$ cat config.mk
export PLATFORM = sky130hd
export DESIGN_NAME = lsp_front
export DESIGN_NICKNAME = d
export VERILOG_FILES = /design/src/rtl/lsp_pkg.sv /design/src/rtl/lsp_front.sv
export SDC_FILE = /design/constraint.sdc
export NUM_CORES = 1
export LEC_CHECK = 0
export BUFFER_PORTS_ARGS = -buffer_cell sky130_fd_sc_hd__buf_2
export CAP_MARGIN = 20
export CORE_MARGIN = 4
export CORE_UTILIZATION = 54
export CTS_BUF_LIST = sky130_fd_sc_hd__clkbuf_4
export CTS_CLUSTER_DIAMETER = 200
export DETAILED_ROUTE_END_ITERATION = 8
export PLACE_DENSITY_LB_ADDON = 0.25
export SKIP_CTS_REPAIR_TIMING = 1
export SYNTH_ARGS = -nofsm -noshare
export SYNTH_HDL_FRONTEND = slang
export SYNTH_SLANG_ARGS = --single-unit
$ cat constraint.sdc
create_clock -name clk -period 5.2 [get_ports clk]
set_clock_uncertainty 0.2 [all_clocks]
set_input_delay 0.26 -clock clk [delete_from_list [all_inputs] [get_ports clk]]
set_output_delay 0.26 -clock clk [all_outputs]
set_load 0.05 [all_outputs]
$ cat src/rtl/lsp_pkg.sv
`default_nettype none
package lsp_pkg;

  localparam int MAX_ATOMS = 1024;
  localparam int AW        = $clog2(MAX_ATOMS);
  localparam int CW        = AW + 1;
  localparam int FRAC_BITS = 16;
  localparam int POS_W     = 32;
  localparam int BOX_W     = 31;
  localparam int CUT_W     = 40;
  localparam int CFG_W     = 40;
  localparam int CFG_IDX_W = 2;
  localparam int E_W       = 48;
  localparam int SQ_W      = 2 * POS_W;
  localparam int Q_W       = SQ_W - FRAC_BITS;
  localparam int INV2_W    = 2 * FRAC_BITS + 1;
  localparam int PROD_W    = 63;
  localparam int STEP_W    = $clog2(PROD_W);
  localparam int QDEPTH    = 2;

  localparam logic [PROD_W-1:0] PROD_CAP = {1'b1, {(PROD_W-1){1'b0}}};
  localparam logic [PROD_W-1:0] DIFF_MAX = PROD_W'((64'd1 << (E_W - 3)) - 64'd1);
  localparam logic [E_W-1:0]    E_MAX    = {1'b0, {(E_W-1){1'b1}}};
  localparam logic [E_W-1:0]    E_MIN    = {1'b1, {(E_W-1){1'b0}}};

  typedef enum logic {OP_WRITE, OP_QUERY} op_t;

  typedef enum logic [CFG_IDX_W-1:0] {CFG_BOX, CFG_CUTOFF, CFG_COUNT} cfg_idx_t;

  typedef struct packed {
    op_t                     op;
    logic [AW-1:0]           idx;
    logic signed [POS_W-1:0] x;
    logic signed [POS_W-1:0] y;
    logic signed [POS_W-1:0] z;
  } item_t;

  typedef struct packed {
    logic                  hit;
    logic                  sat;
    logic signed [E_W-1:0] term;
  } pair_res_t;

  typedef enum logic [2:0] {
    P_IDLE, P_WRAP, P_SQ, P_SUM1, P_SUM2, P_CMP, P_DIV, P_MUL
  } pair_state_t;

  typedef enum logic [2:0] {B_IDLE, B_READ, B_WAIT, B_PAIR, B_DONE} back_state_t;

endpackage
`default_nettype wire

$ cat src/rtl/lsp_front.sv
`default_nettype none
module lsp_front (
  input  wire logic                         clk,
  input  wire logic                         rst,
  input  wire logic                         in_valid,
  output logic                              in_ready,
  input  wire logic                         cmd,
  input  wire logic [lsp_pkg::AW-1:0]       atom_index,
  input  wire logic signed [lsp_pkg::POS_W-1:0] pos_x,
  input  wire logic signed [lsp_pkg::POS_W-1:0] pos_y,
  input  wire logic signed [lsp_pkg::POS_W-1:0] pos_z,
  output logic                              q_valid,
  output lsp_pkg::item_t                    q_item,
  input  wire logic                         q_pop
);
  import lsp_pkg::*;

  item_t      entries [QDEPTH];
  logic       wr_ptr;
  logic       rd_ptr;
  logic [1:0] count;
  item_t      in_item;
  logic       push;
  logic       pop;

  always_comb begin
    in_item.op  = cmd ? OP_QUERY : OP_WRITE;
    in_item.idx = atom_index;
    in_item.x   = pos_x;
    in_item.y   = pos_y;
    in_item.z   = pos_z;
  end

  assign in_ready = (count != 2'(QDEPTH));
  assign q_valid  = (count != 2'd0);
  assign q_item   = entries[rd_ptr];
  assign push     = in_valid && in_ready;
  assign pop      = q_pop && q_valid;

  always_ff @(posedge clk) begin
    if (push) begin
      entries[wr_ptr] <= in_item;
    end
  end

  always_ff @(posedge clk) begin
    if (rst) begin
      wr_ptr <= 1'b0;
      rd_ptr <= 1'b0;
      count  <= 2'd0;
    end else begin
      if (push) begin
        wr_ptr <= ~wr_ptr;
      end
      if (pop) begin
        rd_ptr <= ~rd_ptr;
      end
      case ({push, pop})
        2'b10:   count <= count + 2'd1;
        2'b01:   count <= count - 2'd1;
        default: count <= count;
      endcase
    end
  end

endmodule
`default_nettype wire

==> key figures, run 1 <==
Status
  • Outcome: finished, final reports clean

Global routing
  • Global-route wire length before repair: 22.2 mm
  • Vias in the first global route: 4503
  • Total track usage: roughly 17%
  • Final global-route overflow total: 0
  • Largest net degree at the start of global routing: 71
  • Initial antenna violation count: 4

Yosys
  • Post-synthesis compound-gate area fraction: 0.410%
  • Number of synthesized register bits: 219
  • Synth Area in Simple Gates: 0.599%
  • Sequential area share after synthesis: 82.2%
  • Post-synthesis xor/xnor area fraction: 0.331%
  • Distinct cells, synth: 20
  • Largest family of logic cells by synthesized area: multiplexers
  • Post-Synthesis Cell Area: between 7000 and 8000 um2
  • Synth Area in Adders: less than 1%
  • Multiplexer share of the synthesized area: 15.2%
  • Gate Count Post-Synth: 357
  • Post-synthesis net count: between 400 and 500
  • Yosys warnings: 0
  • Syn Area/Cell: 22.2 um2

Setup path
  • Crit path largest cell delay: 910 ps
  • Bufs and invs on worst path: 2
  • CP Max Fanout: 67
  • Critical path's top delay family: flip-flops
  • Element type at the critical path start: flip-flop
  • Worst Path Required: 4740 ps
  • Critical path's slowest cell: dfxtp_4
  • Setup CP Type: flip-flop to primary output
  • Critical Path AT: 2840 ps
  • CP Cell Sequence: buf_4 > mux2_2 > buf_2
  • CP endpoint kind: primary output

CTS
  • Clk buf depth: 3
  • Cts bufs inserted: 54
  • H-tree Lvls: 2
  • Worst skew pair latency: roughly 620 ps
  • CTS tree: built
  • Clk slew on worst S/H paths: 70 ps
  • Root buffer cell: clkbuf_4
  • Num Clock Sinks: 219

Timing
  • Relative slew margins: 34.0%
  • Final Hold Fails: 0
  • Final setup viols: 0
  • Final count of pins violating max slew: 0
  • Crit share post-route: a little under two thirds
  • Setup TNS: 0 ps
  • Final critical-path required period: 3300 ps
  • Slew @ Worst Pin: 989 ps
  • Fmax: 303 MHz
  • RSZ-0062 raised after global routing: no

Routing
  • Initial drt markers: 218
  • Drt drc: 0
  • WL per Instance: 17.4 um
  • Via density per instance: 4.91
  • Vias: ~4700
  • ANT nets after route: 0
  • First-pass DRT Iterations: 4
  • Routed WL: 16.7 mm

Job
  • Max_cap viols: 0

Min path
  • Hold crit path type: input pin to flip-flop

Place
  • Placed instance count: 751
  • Port buffer count: 219
  • Detailed Place HPWL: 9.60 mm
  • GP Congestion: 0.761

Finish
  • Layout Area Growth over Synthesis: 38.6%
  • Most common cell after layout, fill and taps aside: buf_2
  • Layout cells sized above 1: 54.1%
  • Final core utilization: around 76%
  • Final instance count without filler cells: 961
  • Most frequent cells in the layout: buf_2, edfxtp_1, dlygate4sd3_1
  • Final nets: 846

Die
  • Top-Level Pins: 220
  • CORE AREA: 14500 um2
  • Initial core utilization: 54.8%
  • Die Ht: 129 um
  • Die X: 129 um
  • Die area: 16700 um2
  • Row count: 44

Power and ir drop
  • Power per cell area: 531 nW/um2
  • Total power: 5.85 mW
  • Leak: 4.23 nW
  • Max IR drop VDD: 452 uV
layer usage:
metal	vias to the layer above	share of wire (%)	GRT usage, %
met5	-	0	0
met1	2282	37	20.4
met2	192	52	28.9
met4	0	2.0	6.18
met3	31	8.7	7.01
li1	2216	-	-
worst reg2reg max path, stage by stage, from the launching register on:
cell      delay [ps]
dfxtp_1          420
nand2b_1         260
nand3b_1         210
inv_4            720
buf_4            590
cells by family (layout without fill, tap and decap cells):
logic type / after synthesis / in the layout
AND/OR/NAND/NOR: 9 / 9
adder cells (fa/ha/maj): 1 / 1
flip-flops: 219 / 219
buffers and inverters: 13 / 429
XOR/XNOR: 3 / 3
AO/OA/AOI/OAI: 5 / 5
other: 0 / 4
multiplexers: 107 / 107
flip-flops by register name (all words and copies together), names as in the netlist, named ones only:
register and flops:
count 2, entries 214, rd_ptr 1, wr_ptr 1
worst paths after layout:
check	start	endpoint	slack (ps)	cells after the start
max reg2reg	count[0]	entries[0][36]	2430	4
min	pos_x[1]	entries[0][65]	160	2
max	flip-flop	q_item[49]	1900	3
min reg2reg	rd_ptr	rd_ptr	310	2
final cells by class:
type                    instances  area, um2
diodes                          4       10.0
repair buffers                333       2230
flip-flops and latches        219       6530
inverters                       1       6.26
well taps                     184        230
fillers                       839       3480
clock inverters                13       51.3
multi-input cells             125       1330
clock buffers                  82        616
synth_stat cells (all sizes together):
master	number	area, um2
o21ai	1	5.00
nor2	3	11.3
o21a	1	7.51
inv	1	3.75
or2	1	6.26
xor2	1	8.76
and3	1	6.26
edfxtp	214	6430
or3	1	6.26
nand3b	1	7.51
mux2	107	1200
xnor2	2	17.5
ha	1	12.5
nand2b	1	6.26
buf	12	85.1
dfxtp	5	100
a21bo	1	10.0
nand2	1	3.75
a21oi	2	10.0
stage by stage:
step	setup slack (ps)	hold WS [ps]	instance area, um2
5_1_grt	1720	112	11000
2_1_floorplan	994	129	7940
3_3_place_gp	2550	247	9210
4_1_cts	1840	-448	9880
3_5_place_dp	2450	251	9210
6_report	1900	156	11000
where the power goes:
| part | switching, mW | internal [mW] |
|---|---|---|
| Sequential | 0.135 | 2.23 |
| Clock | 0.626 | 0.715 |
| Combinational | 1.52 | 0.622 |
No activity file was read; power rests on OpenSTA's default activity.
==> run 2, diff against run 1 <==
--- a/config.mk
+++ b/config.mk
@@ -5,10 +5,11 @@
 export SDC_FILE = /design/constraint.sdc
 export NUM_CORES = 1
 export LEC_CHECK = 0
+export ABC_AREA = 1
 export BUFFER_PORTS_ARGS = -buffer_cell sky130_fd_sc_hd__buf_2
 export CAP_MARGIN = 20
 export CORE_MARGIN = 4
-export CORE_UTILIZATION = 54
+export CORE_UTILIZATION = 49
 export CTS_BUF_LIST = sky130_fd_sc_hd__clkbuf_4
 export CTS_CLUSTER_DIAMETER = 200
 export DETAILED_ROUTE_END_ITERATION = 8
==> constraint.sdc (replaced) <==
create_clock -name clk -period 2.67 [get_ports clk]
set_clock_uncertainty 0.2 [all_clocks]
set_input_delay 0.1335 -clock clk [delete_from_list [all_inputs] [get_ports clk]]
set_output_delay 0.1335 -clock clk [all_outputs]
set_load 0.05 [all_outputs]
==> key figures, run 2 <==
Status
  • Outcome: finished, final reports clean

Yosys
  • Syn Area/Cell: 21.8 um2 (-2.1%)
  • Top_reg_cell synth: edfxtp_1
  • EDFF count, synth: 214 (unchanged)
  • Most common cell in the netlist: edfxtp_1
  • Sequential area share after synthesis: 80.8% (-1.4 points)
  • Biggest area consumer among synthesized cells: edfxtp_1
  • Synth top area cells: edfxtp_1, mux2_2, mux2_4, dfxtp_1, buf_6
  • Synth top cells by count: edfxtp_1, mux2_2, mux2_4
  • Distinct cells, synth: 13 (-35%)
  • Post-Synthesis Cell Area: 8080 um2 (+1.7%)
  • Post-synthesis net count: 483 (+3.0%)
  • Yosys warnings: 0 (unchanged)
  • FFs w/ async S/R, synth: 0% (unchanged)
  • Share of the synthesized area in the top cell type: 79.6% (-1.4 points)
  • Gate Count Post-Synth: 371 (+3.9%)
  • Number of synthesized register bits: 219 (unchanged)

Timing
  • Final count of pins violating max slew: 0 (unchanged)
  • Relative slew margins: 59.4% (+25 points)
  • Final critical-path required period: 2380 ps
  • Fmax: between 400 and 500 MHz
  • RSZ-0062 raised after global routing: no
  • Slew @ Worst Pin: 608 ps (-381 ps)
  • Setup ws final: 286 ps (-1610 ps)
  • Final setup viols: 0 (unchanged)
  • Final Hold Fails: 0 (unchanged)
  • Crit share post-route: 89.3%

Die
  • Initial core utilization: 50.5% (-4.4 points)
  • Die area: 18600 um2 (+11%)
  • Die X: 136 um (+5.5%)
  • CORE AREA: 16000 um2 (+11%)
  • Row count: 46 (+4.5%)
  • Die Ht: 136 um (+5.5%)
  • Top-Level Pins: 220 (unchanged)

CTS
  • Num Clock Sinks: 219 (unchanged)
  • Worst skew pair latency: 610 ps (about the same)
  • Clk buf depth: 3 (unchanged)
  • CTS tree: built
  • H-tree Lvls: 2 (unchanged)
  • Root buffer cell: clkbuf_4
  • Cts bufs inserted: 53 (-1.9%)
  • Clk slew on worst S/H paths: 70 ps (about the same)

Min path
  • Hold crit path type: input pin to flip-flop
  • Hold path start: pos_y[28]

Global routing
  • Final global-route overflow total: 0 (unchanged)
  • Initial antenna violation count: 1 (-3)
  • Global-route wire length before repair: 23.5 mm (+5.9%)
  • Largest net degree at the start of global routing: 65 (-8.5%)
  • Vias in the first global route: 4910 (+9.0%)
  • Total track usage: 16.4% (-0.89 points)

Setup path
  • FF-to-FF Start: count[0]
  • Worst Path Required: 2340 ps (-2400 ps)
  • CP Max Fanout: 39 (-42%)
  • Element type at the critical path start: flip-flop
  • Setup CP Type: flip-flop to primary output
  • Critical Path AT: 2050 ps (-790 ps)
  • CP endpoint kind: primary output
  • R2r setup slk: 820 ps (-1610 ps)

Routing
  • Drt drc: 0 (unchanged)
  • Via density per instance: 4.79 (-2.6%)
  • WL per Instance: 17.2 um (-0.86%)
  • ANT nets after route: 0 (unchanged)
  • Initial drt markers: 263 (+21%)
  • Wl on met1: 6.96 mm (+12%)
  • DR WL met3: 1.36 mm (-6.4%)
  • First-pass DRT Iterations: 4 (unchanged)
  • Routed WL: 18.0 mm (+7.8%)
  • Top sig layer: met4
  • WL met2: 9.38 mm (+7.8%)
  • Vias: 5002 (+6.0%)

Job
  • Max_cap viols: 0 (unchanged)

Finish
  • Design area: 11700 um2 (+6.6%)
  • Layout Area Growth over Synthesis: 45.1%
  • Final instance count without filler cells: 1045 (+8.7%)
  • Final nets: 914 (+8.0%)
  • Most common cell after layout, fill and taps aside: buf_2
  • Most frequent cells in the layout: buf_2, edfxtp_1, dlygate4sd3_1
  • Top Registers: entries x214, count x2
  • Biggest register: entries
  • Layout cells sized above 1: 50.0% (-4.1 points)
  • Max reg flops: 214 (unchanged)

Power and ir drop
  • Seq pwr share: 44.4% (+3.9 points)
  • Pint: 6.41 mW (+80%)
  • Logic gate share of total power: 31.1% (-5.5 points)
  • Switching part of the total: 34.4% (-4.6 points)
  • Switching power: 3.36 mW (+48%)
  • Max IR drop VDD: 559 uV (+24%)
  • Leak: 4.58 nW (+8.1%)
  • Clock network power share: 24.6% (+1.7 points)
  • Power per cell area: 833 nW/um2 (+57%)

Place
  • Placed instance count: 801 (+6.7%)
  • GP Congestion: 0.728 (-4.4%)
  • Port buffer count: 219 (unchanged)
  • Cell Area, Placed: 9510 um2 (+3.2%)
  • Detailed Place HPWL: 10.2 mm (+6.1%)
  • Worst setup slack after placement: 743 ps (-1710 ps)
==> run 2: stage by stage <==
step	utilization (%)	total power [mW]	setup TNS [ps]	hold WS [ps]
2_1_floorplan	-	6.62	-28450	32.4
3_3_place_gp	59.4	7.18	0	120
3_5_place_dp	59.4	7.23	0	125
4_1_cts	63.0	9.64	0	-571
5_1_grt	73.3	10.2	0	-9.38
6_report	73.3	9.77	0	46.2
==> run 2: area by class of cell <==
cell class	count	area, um2
Clock buffer	72	541
Tap cell	216	270
Antenna cell	1	2.50
Sequential cell	219	6530
Inverter	8	32.5
Timing Repair Buffer	388	2840
Clock inverter	9	33.8
Multi-Input combinational cell	132	1480
Fill cell	997	4280
==> run 2: power by group through the flow <==
stage	combinational [mW]	clock (mW)	sequential [mW]
final	3.04	2.40	4.33
after global routing	3.18	2.69	4.36
after CTS	2.81	2.48	4.35
after detailed placement	2.81	0	4.43
after global placement	2.78	0	4.40
after floorplan	2.26	0	4.36
==> run 2: final timing paths <==
path	to	cells past startpoint
min	entries[1][60]	2
max	q_item[48]	3
max reg2reg	entries[0][62]	5
min reg2reg	flip-flop	2
==> run 2: worst max-delay path, cell delays in order, from the launching register on <==
cell,delay (ps)
dfxtp_4,530
buf_12,270
mux2_2,390
buf_2,220
==> run 2: cells by family after synthesis <==
kind of cell	count (synthesis)	synth area share, %
buf+inv	20	1.50
simple gates	19	0.914
compound gates	5	0.310
mux	107	16.3
flops	219	80.8
fa+ha+maj	1	0.155
==> run 2: per-layer routing <==
layer | global-route usage [%] | vias to the layer above
met5 | 0 | -
met4 | 6.38 | 0
met3 | 7.11 | 30
met2 | 27.6 | 199
met1 | 18.5 | 2428
li1 | - | 2345
==> run 3, diff against run 2 <==
--- a/config.mk
+++ b/config.mk
@@ -8,10 +8,11 @@
 export ABC_AREA = 1
 export BUFFER_PORTS_ARGS = -buffer_cell sky130_fd_sc_hd__buf_2
 export CAP_MARGIN = 20
+export CORE_ASPECT_RATIO = 1.4
 export CORE_MARGIN = 4
 export CORE_UTILIZATION = 49
 export CTS_BUF_LIST = sky130_fd_sc_hd__clkbuf_4
-export CTS_CLUSTER_DIAMETER = 200
+export CTS_CLUSTER_DIAMETER = 30
 export DETAILED_ROUTE_END_ITERATION = 8
 export PLACE_DENSITY_LB_ADDON = 0.25
 export SKIP_CTS_REPAIR_TIMING = 1
==> key figures, run 3 (same netlist as run 2, synthesis figures left out) <==
Status
  • Outcome: finished, final reports clean

Setup path
  • FF-to-FF Start: count[1]
  • R2r setup slk: 920 ps (+100 ps)
  • CP Cell Sequence: buf_4 > mux2_2 > buf_2
  • R2R cell count: 10 (+5)
  • RR Endpoint: count[1]
  • CP Max Fanout: 48 (+23%)
  • Critical Path AT: 2140 ps (+90 ps)
  • Element type at the critical path start: flip-flop
  • Critical path's slowest cell: buf_4
  • CP endpoint kind: primary output
  • Worst Path Required: 2340 ps (about the same)
  • Setup CP Type: flip-flop to primary output
  • Crit path largest cell delay: 530 ps (about the same)

CTS
  • Num Clock Sinks: 219 (unchanged)
  • CTS tree: built
  • Worst skew pair latency: 580 ps (-30 ps)
  • Root buffer cell: clkbuf_4
  • Cts bufs inserted: 51 (-3.8%)
  • H-tree Lvls: 2 (unchanged)
  • Clk buf depth: 3 (unchanged)
  • Clk slew on worst S/H paths: 70 ps (about the same)

Timing
  • Final count of pins violating max slew: 0 (unchanged)
  • Relative slew margins: 56.9% (-2.6 points)
  • WHS: 60.6 ps (+14.4 ps)
  • Final Hold Fails: 0 (unchanged)
  • Fmax: 404 MHz (-3.7%)
  • Setup ws final: 195 ps (-90.9 ps)
  • RSZ-0062 raised after global routing: no
  • Slew @ Worst Pin: 647 ps (+38.4 ps)
  • Final setup viols: 0 (unchanged)
  • Crit share post-route: 92.7% (+3.4 points)
  • Final critical-path required period: 2470 ps (+90.9 ps)

Finish
  • Final instance count without filler cells: 989 (-5.4%)
  • Most frequent cells in the layout: buf_2, edfxtp_1, dlygate4sd3_1
  • Biggest register: entries
  • Max reg flops: 214 (unchanged)
  • Layout Area Growth over Synthesis: 39.4%
  • Final nets: 859 (-6.0%)
  • Most common cell after layout, fill and taps aside: buf_2
  • Top Registers: entries x214, count x2
  • Layout cells sized above 1: 53.4% (+3.4 points)

Power and ir drop
  • Max IR drop VDD: 534 uV (-4.5%)
  • Logic gate share of total power: 30.1% (-1.0 points)
  • Clock network power share: 26.2% (+1.6 points)
  • Switching power: 3.36 mW (+0.13%)
  • Leak: 4.40 nW (-3.9%)
  • Pint: 6.48 mW (+1.2%)
  • Power per cell area: 875 nW/um2 (+5.0%)
  • Seq pwr share: 43.7% (-0.7 points)
  • Switching part of the total: 34.2% (-0.23 points)
  • Total power: 9.85 mW (+0.81%)

Routing
  • Initial drt markers: 230 (-13%)
  • ANT nets after route: 0 (unchanged)
  • Via density per instance: 4.82 (+0.63%)
  • First-pass DRT Iterations: 4 (unchanged)
  • Drt drc: 0 (unchanged)
  • WL per Instance: 17.2 um (-0.38%)
  • Routed WL: 17.0 mm (-5.7%)
  • Vias: 4764 (-4.8%)

Global routing
  • Vias in the first global route: 4827 (-1.7%)
  • Final global-route overflow total: 0 (unchanged)
  • Total track usage: 16.2% (-0.22 points)
  • Global-route wire length before repair: 23.3 mm (-0.85%)
  • Initial antenna violation count: 1 (unchanged)
  • Largest net degree at the start of global routing: 60 (-7.7%)

Place
  • GP Congestion: 0.750 (+3.0%)
  • Placed instance count: 783 (-2.2%)
  • Detailed Place HPWL: 10.3 mm (+1.5%)
  • Worst setup slack after placement: 800 ps (+56.9 ps)
  • Port buffer count: 219 (unchanged)

Die
  • Top-Level Pins: 220 (unchanged)
  • Row count: 55 (+20%)
  • Die Ht: 160 um (+17%)
  • Die area: 18600 um2 (+0.15%)
  • Initial core utilization: 49.9% (-0.54 points)
  • Die X: 117 um (-15%)
  • CORE AREA: 16200 um2 (+1.1%)

Min path
  • Hold path start: pos_z[31]
  • Worst Hold Depth: 2 (unchanged)
  • Hold Path End: entries[0][31]
  • Hold crit path type: input pin to flip-flop

Job
  • Max_cap viols: 0 (unchanged)
-- run 3: cell count changes in the layout (fill, tap and decap cells not counted), sizes merged --
cell / previous run / this run
dlygate4sd3: 161 / 110
buf: 226 / 225
clkbuf: 73 / 80
inv: 9 / 8
clkinv: 8 / 15
-- run 3: per-stage QoR --
stage	area [um2]	utilization (%)	setup TNS, ps
after global routing	11300	69.6	0
final	11300	69.6	0
after floorplan	8130	-	-28450
after global placement	9490	58.7	0
after detailed placement	9490	58.7	0
after CTS	10200	62.8	0
-- run 3: worst max-delay path: cells and delay by family, from the launching register on --
family	cells	cell delay, ps
buf+inv	2	750
flops	1	360
mux	1	430
-- run 3: area by class of cell --
type	instances	area (um2)
diodes	1	2.50
clock buffers	80	601
clock inverters	15	58.8
fillers	1049	4920
inverters	8	32.5
multi-input cells	132	1480
flip-flops and latches	219	6530
well taps	199	249
repair buffers	335	2300
-- run 3: power by group through the flow --
| stage | Sequential, mW | Combinational (mW) | Clock [mW] |
|---|---|---|---|
| floorplan | 4.36 | 2.26 | 0 |
| global placement | 4.36 | 2.82 | 0 |
| detailed placement | 4.38 | 2.86 | 0 |
| CTS | 4.31 | 2.86 | 2.65 |
| global route | 4.33 | 3.11 | 2.86 |
| finish | 4.30 | 2.97 | 2.58 |
-- run 3: metal layers --
layer	vias to the layer above	GRT usage [%]	part of all wire (%)
li1	2249	-	-
met1	2292	15.2	34
met4	0	7.34	3.1
met5	-	0	0
met3	43	5.65	7.4
met2	180	30.3	56
-- run 3: worst max-delay path by stage --
stage	from	to	slack (ps)	cells after the start
6_report	flip-flop	q_item[55]	200	3
3_3_place_gp	flip-flop	q_item[55]	810	3
3_5_place_dp	flip-flop	q_item[55]	800	3
2_1_floorplan	count[0]	entries[0][0]	-140	4
4_1_cts	flip-flop	q_item[55]	120	3
5_1_grt	flip-flop	q_item[55]	70	3
